==> src/rtl/qatan_pkg.sv <==
`timescale 1ns / 1ps
// ----------------------------------------------------------------------------
// qatan_pkg: shared types and constants
// Arctangent table, fixed-point scaling and per-item flags for the
// pipelined four-quadrant arctangent.
// ----------------------------------------------------------------------------
package qatan_pkg;

   // coordinates are scaled up by this many bits before the first rotation
   localparam int PRESHIFT   = 24;
   localparam int TABLE_SIZE = 32;
   // internal angle unit: a full turn is 2^ANGLE_BITS
   localparam int ANGLE_BITS = 32;

   // atan(2^-i), full turn = 2^32, rounded to nearest
   localparam logic [ANGLE_BITS-1:0] ATAN_TABLE [TABLE_SIZE] = '{
      32'd536870912, 32'd316933406, 32'd167458907, 32'd85004756,
      32'd42667331,  32'd21354465,  32'd10679838,  32'd5340245,
      32'd2670163,   32'd1335087,   32'd667544,    32'd333772,
      32'd166886,    32'd83443,     32'd41722,     32'd20861,
      32'd10430,     32'd5215,      32'd2608,      32'd1304,
      32'd652,       32'd326,       32'd163,       32'd81,
      32'd41,        32'd20,        32'd10,        32'd5,
      32'd3,         32'd1,         32'd1,         32'd0
   };

   // item flags carried down the pipeline beside the data
   typedef struct packed {
      logic       special;   // axis or origin: result is a fixed quarter count
      logic [1:0] quarters;  // fixed result in quarter turns
      logic       half;      // item was folded from the left half plane
   } qatan_flags_type;

endpackage

==> src/rtl/qatan_stage.sv <==
`timescale 1ns / 1ps
// ----------------------------------------------------------------------------
// qatan_stage: one vectoring micro-rotation
// Rotate (x, y) toward the x axis by atan(2^-SHIFT), accumulate the angle,
// and hold the result in a register stage with its own valid bit.
// ----------------------------------------------------------------------------
module qatan_stage #(
   parameter int DATA_WIDTH = 51,
   parameter int SHIFT      = 0
) (
   input  logic                         clock,
   input  logic                         reset,
   input  logic                         up_valid,
   output logic                         up_ready,
   input  logic signed [DATA_WIDTH-1:0] up_x,
   input  logic signed [DATA_WIDTH-1:0] up_y,
   input  logic [qatan_pkg::ANGLE_BITS-1:0] up_z,
   input  qatan_pkg::qatan_flags_type   up_flags,
   output logic                         dn_valid,
   input  logic                         dn_ready,
   output logic signed [DATA_WIDTH-1:0] dn_x,
   output logic signed [DATA_WIDTH-1:0] dn_y,
   output logic [qatan_pkg::ANGLE_BITS-1:0] dn_z,
   output qatan_pkg::qatan_flags_type   dn_flags
);
   import qatan_pkg::*;

   logic                         valid_ff;
   logic signed [DATA_WIDTH-1:0] x_ff, x_in;
   logic signed [DATA_WIDTH-1:0] y_ff, y_in;
   logic [ANGLE_BITS-1:0]        z_ff, z_in;
   qatan_flags_type              flags_ff;
   logic signed [DATA_WIDTH-1:0] dx;
   logic signed [DATA_WIDTH-1:0] dy;

   // arithmetic shifts floor toward minus infinity
   always_comb begin
      dx = up_y >>> SHIFT;
      dy = up_x >>> SHIFT;
      if (!up_y[DATA_WIDTH-1]) begin
         x_in = up_x + dx;
         y_in = up_y - dy;
         z_in = up_z + ATAN_TABLE[SHIFT];
      end else begin
         x_in = up_x - dx;
         y_in = up_y + dy;
         z_in = up_z - ATAN_TABLE[SHIFT];
      end
   end

   // advance when empty or when the next stage takes our item
   assign up_ready = !valid_ff || dn_ready;

   always_ff @(posedge clock) begin
      if (reset) begin
         valid_ff <= 1'b0;
      end else if (up_ready) begin
         valid_ff <= up_valid;
      end
   end

   always_ff @(posedge clock) begin
      if (up_ready && up_valid) begin
         x_ff     <= x_in;
         y_ff     <= y_in;
         z_ff     <= z_in;
         flags_ff <= up_flags;
      end
   end

   assign dn_valid = valid_ff;
   assign dn_x     = x_ff;
   assign dn_y     = y_ff;
   assign dn_z     = z_ff;
   assign dn_flags = flags_ff;

endmodule

==> config.mk <==
export PLATFORM = sky130hd
export DESIGN_NAME = qatan_stage
export DESIGN_NICKNAME = d
export VERILOG_FILES = /design/src/rtl/qatan_pkg.sv /design/src/rtl/qatan_stage.sv
export SDC_FILE = /design/constraint.sdc
export NUM_CORES = 1
export LEC_CHECK = 0
export BUFFER_PORTS_ARGS = -buffer_cell sky130_fd_sc_hd__buf_2
export CAP_MARGIN = 0
export CORE_MARGIN = 2
export CORE_UTILIZATION = 61
export DETAILED_ROUTE_END_ITERATION = 12
export HOLD_SLACK_MARGIN = 0.03
export PLACE_DENSITY = 0.95
export REMOVE_ABC_BUFFERS = 1
export SLEW_MARGIN = 10
export SYNTH_ARGS = -nofsm -noshare
export SYNTH_HDL_FRONTEND = slang
export SYNTH_SLANG_ARGS = --single-unit
==> constraint.sdc <==
create_clock -name clock -period 8.6 [get_ports clock]
set_clock_uncertainty 0.1 [all_clocks]
set_input_delay 1.72 -clock clock [delete_from_list [all_inputs] [get_ports clock]]
set_output_delay 1.72 -clock clock [all_outputs]
set_load 0.01 [all_outputs]
==> results.md, run 1 <==
- Status: completed
- Fin nets: 2129
- Worst Tran Pin Value: 1.03 ns
- Kind of end point of the critical path: flop
- Clk buf depth: 2
- Most common cell in the netlist: a21oi_1
- Ys Warns: 0
- Commonest cells post-synth: 222 x a21oi_1, 157 x inv_1, 150 x ha_1
- Flop and latch count out of synthesis: 138
- Pin count of the biggest net entering global routing: just under 80
- WL/cell: around 23 um
- Post-synth EDFFs: 137
- Antenna viol nets, final: 0
- Buffers on Ports: 281
- Grt total ovfl: 0
- Flop2flop setup slack: roughly 6.0 ns
- Synth async-reset ratio: 0%
- Number of global-route vias before repair: 13300
- Layout cell share with drive strength beyond 1: roughly 19%
- P per Cell Area: approximately 170 mW/mm^2
- Clk_lat worst skew: around 0.43 ns
- RSZ-0062 raised after global routing: no
- Mean Syn Cell Area: 8.46 sq um
- Peak supply drop: ~140 uV
- Routed WL: just under 50 mm
- Clk sinks: ~140
- Setup slack at placement: between 3 and 4 ns
- Antenna violations before repair: 1
- DRT Pass-1 Iters: 5
- CTS buffer count: 17
- Post-CTS Hold Fix Bufs: 0
- Setup violators final: 0
- Period minus WS final: a little over 5 ns
- Starting DRT DRC Count: 1791
- Synth area leaders: edfxtp_1 30%, ha_1 14%, a21oi_1 8.2%
- Worst R2R Start: dn_valid$_SDFFE_PP0N_
- Post-CTS sizing: 0
- Required time worst endpoint: about 8.7 ns
- Worst Min Path Start: dn_valid$_SDFFE_PP0N_
- Pwr Total: between 2 and 3 mW
- Routability Congestion: ~1.1
- CP Launch Point: up_x[0]
- Mapped Cells: around 1600
- Io pins: 282
- Final worst slack: 3.41 ns
- Yosys top cell area share: 30.4%
- Die Wd: around 150 um
- Die height: ~150 um
- Max frequency: 0.193 GHz
- # diodes: 0
- # rows: between 50 and 60
- Via count of the routed design: 13800
- Leak Pwr: roughly 7 nW
- Vias/cell: 6.49
- Synth Flop Type: edfxtp_1
- Final TNS setup: 0 ns
- Area of the core: 0.0218 sq mm
- Final Cycle Share: approximately three fifths
- CP arrival: ~5.3 ns
- Leading area contributor after synthesis: edfxtp_1
- Critical path class: input port to flop
- First-pass GRT wire length: roughly 74 mm
- Relative slew margins: a little under a third
- Total Routing Usage GR: roughly two fifths
- Unique masters post-synth: 84
- Final Hold Fails: 0
- Max Slew Vio Count: 0
- Detail Placement HPWL: 38.2 mm
- Sequential area share after synthesis: between 30 and 40%
- Reg clk slew, reported paths: 0.07 ns
- CP startpoint kind: input port
- Drt drc: 0
- Max Cap Viol: 0
- Clock tree root driver cell: clkbuf_16
- Worst-path maximum fanout: 5
- Post-CTS setup-driven buffer insertion count: 0
- H-tree Lvls: 4
- Die area: around 0.023 sq mm
- Initial Utilization: between 60 and 70%
- Layout area overhead: 15.2%
- Min-delay worst type: flop to flop
- CTS tree: built
- Mapped Area: roughly 0.014 sq mm
-- where the power goes --
| group | internal [mW] | leakage, nW | switching (mW) |
|---|---|---|---|
| combinational | 0.337 | 5.34 | 0.625 |
| clock | 0.460 | 0.285 | 0.326 |
| sequential | 0.857 | 1.33 | 0.0260 |
| total | 1.65 | 6.96 | 0.977 |
-- path summary, 6_finish.rpt --
| kind | to | cells after the start |
|---|---|---|
| hold / removal | dn_valid$_SDFFE_PP0N_ | 2 |
| hold reg to reg | dn_valid$_SDFFE_PP0N_ | 2 |
| setup reg to reg | dn_x[19]$_DFFE_PP_ | 3 |
| setup / recovery | dn_x[50]$_DFFE_PP_ | 14 |
-- state kept, by name, summed over array words and instances (netlist names) --
signal and cells:
dn_valid 1, dn_z 32, dn_flags 4, dn_y 50, dn_x 51
-- routing by layer --
layer  GRT usage (%)  part of all wire, %  vias to the layer above
li1                -                    -                     6183
met1            51.8                   39                     6437
met2            66.0                   46                     1000
met3            8.85                   11                      182
met4            15.7                  4.3                        0
met5               0                    0                        -
-- placed cells by master (no fill, tap or decap), types with 5 or more instances in the layout --
cell,instances
a21boi_0,5
xnor2_1,85
and2_1,10
clkbuf_16,17
xor2_1,15
buf_4,5
a21oi_1,222
o21bai_1,39
a211o_1,6
a31oi_1,19
mux2i_1,29
and3_1,5
nand2b_1,18
nand3_1,20
nor4_1,11
o221ai_1,9
a21o_1,30
o31ai_1,7
clkinv_1,6
o211ai_1,12
nor3_1,25
nor2b_1,21
inv_1,157
nand2_1,88
or3_1,6
a221oi_1,5
a211oi_1,14
nor2_1,139
o21a_1,9
buf_2,280
or2_2,9
edfxtp_1,137
o21ai_1,10
nand4_1,21
ha_1,150
o21ai_0,107
o21ai_2,5
-- cell type report --
cell class,count,area [sq um]
Fill cell,1701,6220
Tap cell,280,350
Inverter,163,612
Timing Repair Buffer,285,1440
Multi-Input combinational cell,1228,8470
Clock inverter,13,166
Clock buffer,19,433
Sequential cell,138,4130
-- through the flow --
step | area [sq um] | hold WS [ns] | utilization [%] | instances
after floorplan | 13200 | 0.493 | - | 1529
after global placement | 15000 | 0.390 | 68.8 | 2094
after detailed placement | 15000 | 0.468 | 68.8 | 2094
after CTS | 15600 | 0.477 | 71.5 | 2126
after global routing | 15600 | 0.507 | 71.5 | 2126
final | 15600 | 0.489 | 71.5 | 2126
-- critical path, cell delays in order --
cell and delay, ns:
buf_2 0.10, inv_1 0.04, ha_1 0.23, fa_1 0.42
nand2b_1 0.19, a21oi_1 0.36, o21ai_0 0.28, o21ai_2 0.40
a31oi_1 0.23, a31oi_1 0.51, a221oi_1 0.19, o2111ai_1 0.26
a21boi_1 0.23, xor2_1 0.09
-- cells by family after synthesis --
group | after synthesis | synth area share [%]
buf+inv | 235 | 7.00
fa+ha+maj | 154 | 14.4
compound gates | 551 | 25.4
xor+xnor | 100 | 6.46
mux | 31 | 2.31
flops | 138 | 30.5
simple gates | 392 | 13.9
Power figures use the tool's default switching activity.
==> run 2, diff against run 1 <==
--- a/config.mk
+++ b/config.mk
@@ -8,7 +8,7 @@
 export BUFFER_PORTS_ARGS = -buffer_cell sky130_fd_sc_hd__buf_2
 export CAP_MARGIN = 0
 export CORE_MARGIN = 2
-export CORE_UTILIZATION = 61
+export CORE_UTILIZATION = 57
 export DETAILED_ROUTE_END_ITERATION = 12
 export HOLD_SLACK_MARGIN = 0.03
 export PLACE_DENSITY = 0.95
==> constraint.sdc (replaced) <==
create_clock -name clock -period 5.4 [get_ports clock]
set_clock_uncertainty 0.1 [all_clocks]
set_input_delay 1.08 -clock clock [delete_from_list [all_inputs] [get_ports clock]]
set_output_delay 1.08 -clock clock [all_outputs]
set_load 0.01 [all_outputs]
==> results.md, run 2 (synthesized netlist as in run 1, its figures left out) <==
- Status: completed
- Max Slew Vio Count: 0
- Layout area overhead: 15.6%
- Setup violators final: 0
- CP delay by family, top: compound AO/OA/AOI/OAI gates
- Kind of end point of the critical path: flop
- Final Hold Fails: 0
- Number of global-route vias before repair: between 10000 and 15000
- Final worst slack: between 0.8 and 0.9 ns
- Die height: 158 um
- Worst-path maximum fanout: 5
- H-tree Lvls: 4
- Routability Congestion: just over 1
- Clk buf depth: 2
- Top cell by count, worst path: a31oi_1
- CP startpoint kind: input port
- Vias/cell: approximately 6.3
- Critical path class: input port to flop
- Buffers on Ports: roughly 280
- Fillcell total: 2007
- Reg clk slew, reported paths: roughly 0.07 ns
- RSZ-0062 raised after global routing: no
- WL/cell: 22.4 um
- Post-layout util: 66.9%
- Internal power: ~2.5 mW
- CP arrival: about 4.6 ns
- CP cell instances: buf_2 > inv_1 > ha_1 > fa_1 > nand2b_1 > a21oi_1 > o21ai_0 > o21ai_2 > a31oi_1 > a31oi_1 > a221oi_1 > o2111ai_1 > a21boi_1 > xor2_1
- CP max-delay cell: a31oi_1
- Max reg flops: 51
- Area of the core: between 0.02 and 0.025 sq mm
- CTS tree: built
- Die area: 0.0250 sq mm
- Pin count of the biggest net entering global routing: 82
- Post-CTS Hold Fix Bufs: 0
- Layout cell share with drive strength beyond 1: about a fifth
- Clock network fraction of total power: between 20% and 30%
- Period minus WS final: roughly 4.5 ns
- Logic pwr share: 37.6%
- Max Cap Viol: 0
- Most common cell after layout, fill and taps aside: buf_2
- Required time worst endpoint: 5.48 ns
- P per Cell Area: around 260 mW/mm^2
- Post-CTS sizing: 0
- Antenna violations before repair: 1
- # rows: 56
- Clock tree root driver cell: clkbuf_16
- Min-delay worst type: flop to flop
- Sequential share of power: around 34%
- Design Area, Final: roughly 0.016 sq mm
- Fin nets: approximately 2100
- Relative slew margins: 22.5%
- Detail Placement HPWL: approximately 38 mm
- Delay of the slowest critical-path stage: roughly 0.50 ns
- Worst Tran Pin Value: 1.16 ns
- Total Routing Usage GR: 38.1%
- Pwr Total: between 4 and 5 mW
- Placed cell areas: 0.0151 sq mm
- Die Wd: about 160 um
- Sw Share: around two fifths
- Io pins: between 200 and 300
- Clk sinks: around 140
- Buffers & Inverters on Critical Path: 2
- Starting DRT DRC Count: around 1600
- Max frequency: 0.220 GHz
- Clk_lat worst skew: about 0.43 ns
- Setup slack at placement: ~0.65 ns
- Psw: approximately 1.6 mW
- Peak supply drop: 197 uV
- Grt total ovfl: 0
- DRT Pass-1 Iters: 9
- Via count of the routed design: 13600
- First-pass GRT wire length: between 70 and 80 mm
- CTS buffer count: 17
- Initial Utilization: around 58%
- Most frequent cells in the layout: 280 x buf_2, 222 x a21oi_1, 157 x inv_1
- Post-CTS setup-driven buffer insertion count: 0
- Final TNS setup: 0 ns
- Antenna viol nets, final: 0
- Final Cycle Share: between 80% and 90%
- Routed WL: a little under 50 mm
- Leak Pwr: roughly 7.0 nW
- Drt drc: 0
==> run 2: cell types whose count changed in the layout (fill, tap and decap cells not counted), sizes merged <==
| cell | before | now |
|---|---|---|
| clkinv | 9 | 12 |
| buf | 285 | 291 |
| diode | 0 | 1 |
| clkbuf | 19 | 18 |
| bufinv | 3 | 1 |
| clkinvlp | 3 | 2 |
==> run 2: final cells by class <==
type	count	area [sq um]	area share [%]
clock inverter	13	118	0.751
inverter	163	612	3.91
tap	319	399	2.55
antenna	1	2.50	0.0160
sequential	138	4130	26.4
timing repair buffer	291	1500	9.55
multi-input combinational	1228	8470	54.1
clock buffer	18	429	2.74
==> run 2: per-stage QoR <==
| stage | hold slack, ns | std cells |
|---|---|---|
| floorplan | 0.493 | 1529 |
| global placement | 0.442 | 2139 |
| detailed placement | 0.486 | 2139 |
| CTS | 0.498 | 2170 |
| global route | 0.528 | 2171 |
| finish | 0.492 | 2171 |
==> run 2: layer usage <==
metal	up-vias	track usage [%]	wire length, um
li1	6194	-	-
met4	0	18.9	2570
met5	-	0	0
met1	6312	47.5	18600
met2	938	62.7	22400
met3	186	7.94	5140
==> run 2: final timing paths <==
path         slack (ns)                     to             startpoint  cells past startpoint
max                0.85     dn_x[50]$_DFFE_PP_                up_x[0]                     14
min                0.49  dn_valid$_SDFFE_PP0N_  dn_valid$_SDFFE_PP0N_                      2
max reg2reg        3.17     dn_y[12]$_DFFE_PP_  dn_valid$_SDFFE_PP0N_                      3
min reg2reg        0.49  dn_valid$_SDFFE_PP0N_  dn_valid$_SDFFE_PP0N_                      2
==> run 2: worst reg2reg max path, stage by stage (launching register included) <==
cell and delay [ns]:
dfxtp_1 0.32, nand2b_1 0.14, and2_4 0.83, buf_12 0.44
==> run 2: power by group through the flow <==
stage / Clock (mW) / Combinational [mW] / Sequential, mW
finish: 1.16 / 1.54 / 1.40
global route: 1.20 / 1.65 / 1.41
CTS: 1.16 / 1.50 / 1.40
detailed placement: 0 / 1.48 / 1.42
global placement: 0 / 1.46 / 1.42
floorplan: 0 / 0.854 / 1.49
==> run 3, diff against run 2 <==
--- a/config.mk
+++ b/config.mk
@@ -5,13 +5,14 @@
 export SDC_FILE = /design/constraint.sdc
 export NUM_CORES = 1
 export LEC_CHECK = 0
+export ABC_AREA = 1
 export BUFFER_PORTS_ARGS = -buffer_cell sky130_fd_sc_hd__buf_2
 export CAP_MARGIN = 0
 export CORE_MARGIN = 2
-export CORE_UTILIZATION = 57
+export CORE_UTILIZATION = 54
 export DETAILED_ROUTE_END_ITERATION = 12
 export HOLD_SLACK_MARGIN = 0.03
-export PLACE_DENSITY = 0.95
+export PLACE_DENSITY = 0.92
 export REMOVE_ABC_BUFFERS = 1
 export SLEW_MARGIN = 10
 export SYNTH_ARGS = -nofsm -noshare
==> constraint.sdc (replaced) <==
create_clock -name clock -period 3.7 [get_ports clock]
set_clock_uncertainty 0.1 [all_clocks]
set_input_delay 0.74 -clock clock [delete_from_list [all_inputs] [get_ports clock]]
set_output_delay 0.74 -clock clock [all_outputs]
set_load 0.01 [all_outputs]
==> results.md, run 3 <==
- Placed cell areas: 0.0195 sq mm
- Io pins: 282
- Number of global-route vias before repair: 18700
- Grt total ovfl: 0
- Setup slack at placement: 0.343 ns
- Final Cycle Share: between 80% and 90%
- Max Slew Vio Count: 0
- Final TNS setup: 0 ns
- Commonest cells post-synth: 1001 x nand2_1, 593 x inv_1, 258 x nand3_1
- Synth async-reset ratio: 0%
- Critical R2R Capture: dn_x[50]$_DFFE_PP_
- Drt drc: 0
- Mean Syn Cell Area: ~6 sq um
- Vias/cell: ~5.5
- Die height: between 150 and 200 um
- Post-CTS Hold Fix Bufs: 0
- Relative slew margins: ~53%
- Clock tree root driver cell: clkbuf_16
- Clk_lat worst skew: ~0.44 ns
- CP arrival: 3.09 ns
- Min-delay worst type: input port to flop
- P per Cell Area: about 320 mW/mm^2
- Flop and latch count out of synthesis: about 140
- # rows: 66
- RSZ-0062 raised after global routing: no
- Mapped Cells: around 3000
- Worst-path maximum fanout: 11
- Buffers on Ports: between 200 and 300
- Leading area contributor after synthesis: edfxtp_1
- Detail Placement HPWL: about 55 mm
- CTS tree: built
- Fin nets: around 3500
- Max Cap Viol: 0
- Via count of the routed design: just over 20000
- Post-CTS sizing: 0
- Max reg flops: between 50 and 60
- Kind of end point of the critical path: flop
- Reg clk slew, reported paths: roughly 0.06 ns
- DRT Pass-1 Iters: 6
- Routed WL: ~66 mm
- Required time worst endpoint: between 3 and 4 ns
- Status: completed
- Fillcell total: about 3300
- Layout Cells excl Fill: 3689
- Cell count after placement: 3650
- Total Routing Usage GR: roughly two fifths
- Die area: between 0.03 and 0.04 sq mm
- First-pass GRT wire length: 99.2 mm
- Layout cell share with drive strength beyond 1: around an eighth
- Final Hold Fails: 0
- Worst R2R Start: dn_valid$_SDFFE_PP0N_
- Antenna violations before repair: 5
- Yosys top cell area share: between 20% and 30%
- Worst Min Path Start: reset
- Area of the core: 0.0325 sq mm
- Flop2flop setup slack: around 2 ns
- Clk buf depth: 2
- Sequential area share after synthesis: a little under a quarter
- Pwr Total: 6.44 mW
- Unique masters post-synth: 46
- Most frequent cells in the layout: 1001 x nand2_1, 592 x inv_1, 280 x buf_2
- Layout area overhead: 13.1%
- WL/cell: ~18 um
- Most common cell in the netlist: nand2_1
- Period minus WS final: 3.00 ns
- Post-CTS setup-driven buffer insertion count: 0
- Initial Utilization: 54.8%
- Synth area leaders: edfxtp_1 23%, nand2_1 21%, inv_1 13%
- Max frequency: between 0.3 and 0.4 GHz
- Post-synth EDFFs: between 100 and 150
- Design Area, Final: about 0.020 sq mm
- Leak Pwr: 11.3 nW
- Critical path class: input port to flop
- Mapped Area: 0.0178 sq mm
- Most common cell after layout, fill and taps aside: nand2_1
- Final worst slack: 0.701 ns
- Starting DRT DRC Count: between 2000 and 2500
- Ys Warns: 0
- CTS buffer count: 17
- Pin count of the biggest net entering global routing: roughly 100
- Peak supply drop: between 300 and 400 uV
- H-tree Lvls: 4
- Die Wd: between 150 and 200 um
- CP startpoint kind: input port
- Hold EP: dn_valid$_SDFFE_PP0N_
- Clk sinks: between 100 and 150
- Worst Tran Pin Value: between 0.6 and 0.7 ns
- Antenna viol nets, final: 0
- Routability Congestion: 1.08
- Synth Flop Type: edfxtp_1
- Setup violators final: 0
- Cells on worst reg2reg path: 2
- Cells on Worst Hold Path: 2
-- run 3: cell count changes in the layout (fill, tap and decap cells not counted), sizes merged, moves of 21 or more --
cell,before,now
nand2,88,1024
nor2b,21,0
nand3,20,258
mux2i,29,0
xnor2,85,1
a21oi,225,162
nor2,140,267
a21o,30,1
inv,161,601
-- run 3: critical path, stage by stage --
cell and delay [ns]:
buf_2 0.10, inv_1 0.04, ha_1 0.63, nand2_1 0.17, nor2_1 0.36, nand2_1 0.22
nor2_1 0.20, inv_1 0.08, nor2_1 0.19, o21ai_0 0.14, nand3_1 0.13, nand2_1 0.08
-- run 3: worst max path at each step --
stage	startpoint	end	cells after the start
2_1_floorplan	up_valid	dn_flags[0]$_DFFE_PP_	2
3_3_place_gp	up_x[32]	dn_x[38]$_DFFE_PP_	12
3_5_place_dp	up_x[29]	dn_y[35]$_DFFE_PP_	16
4_1_cts	up_x[13]	dn_y[49]$_DFFE_PP_	14
5_1_grt	up_x[29]	dn_y[37]$_DFFE_PP_	14
6_report	up_x[13]	dn_y[21]$_DFFE_PP_	12
-- run 3: final cells by class --
cell class | instances | area, sq um | area share [%]
Multi-Input combinational cell | 2161 | 10900 | 54.3
Sequential cell | 138 | 4130 | 20.6
Clock buffer | 18 | 429 | 2.13
Inverter | 601 | 2260 | 11.2
Timing Repair Buffer | 308 | 1650 | 8.20
Antenna cell | 8 | 20.0 | 0.0996
Clock inverter | 13 | 153 | 0.759
Tap cell | 442 | 553 | 2.75
-- run 3: metrics by stage --
step	hold WS, ns	util [%]
after floorplan	0.477	-
after global placement	0.414	60.1
after global routing	0.349	61.9
after detailed placement	0.435	60.1
after CTS	0.336	61.9
final	0.355	62.0
-- run 3: where the power goes --
part           switching [mW]  internal, mW  total (mW)
clock                   0.709          1.05        1.76
sequential             0.0392          1.94        1.98
combinational            1.88         0.826        2.71
total                    2.63          3.81        6.44
-- run 3: cells by family (layout without fill, tap and decap cells) --
family                     Yosys count  in the layout  share of synthesized area [%]
other                                0              8                              0
xor gates and xnor gates            29             29                           1.43
buffers and inverters              672            940                           15.4
AOI/OAI and AO/OA                  351            351                           10.6
and+or+nand+nor                   1627           1627                           38.3
DFF                                138            138                           23.3
adders and majority gates          154            154                           11.0
-- run 3: layer usage --
metal,vias to the layer above,routed length [um],GRT usage (%)
li1,9758,-,-
met1,9034,26000,49.0
met2,1202,29700,62.3
met3,204,6930,5.88
met4,0,3310,19.0
met5,-,0,0
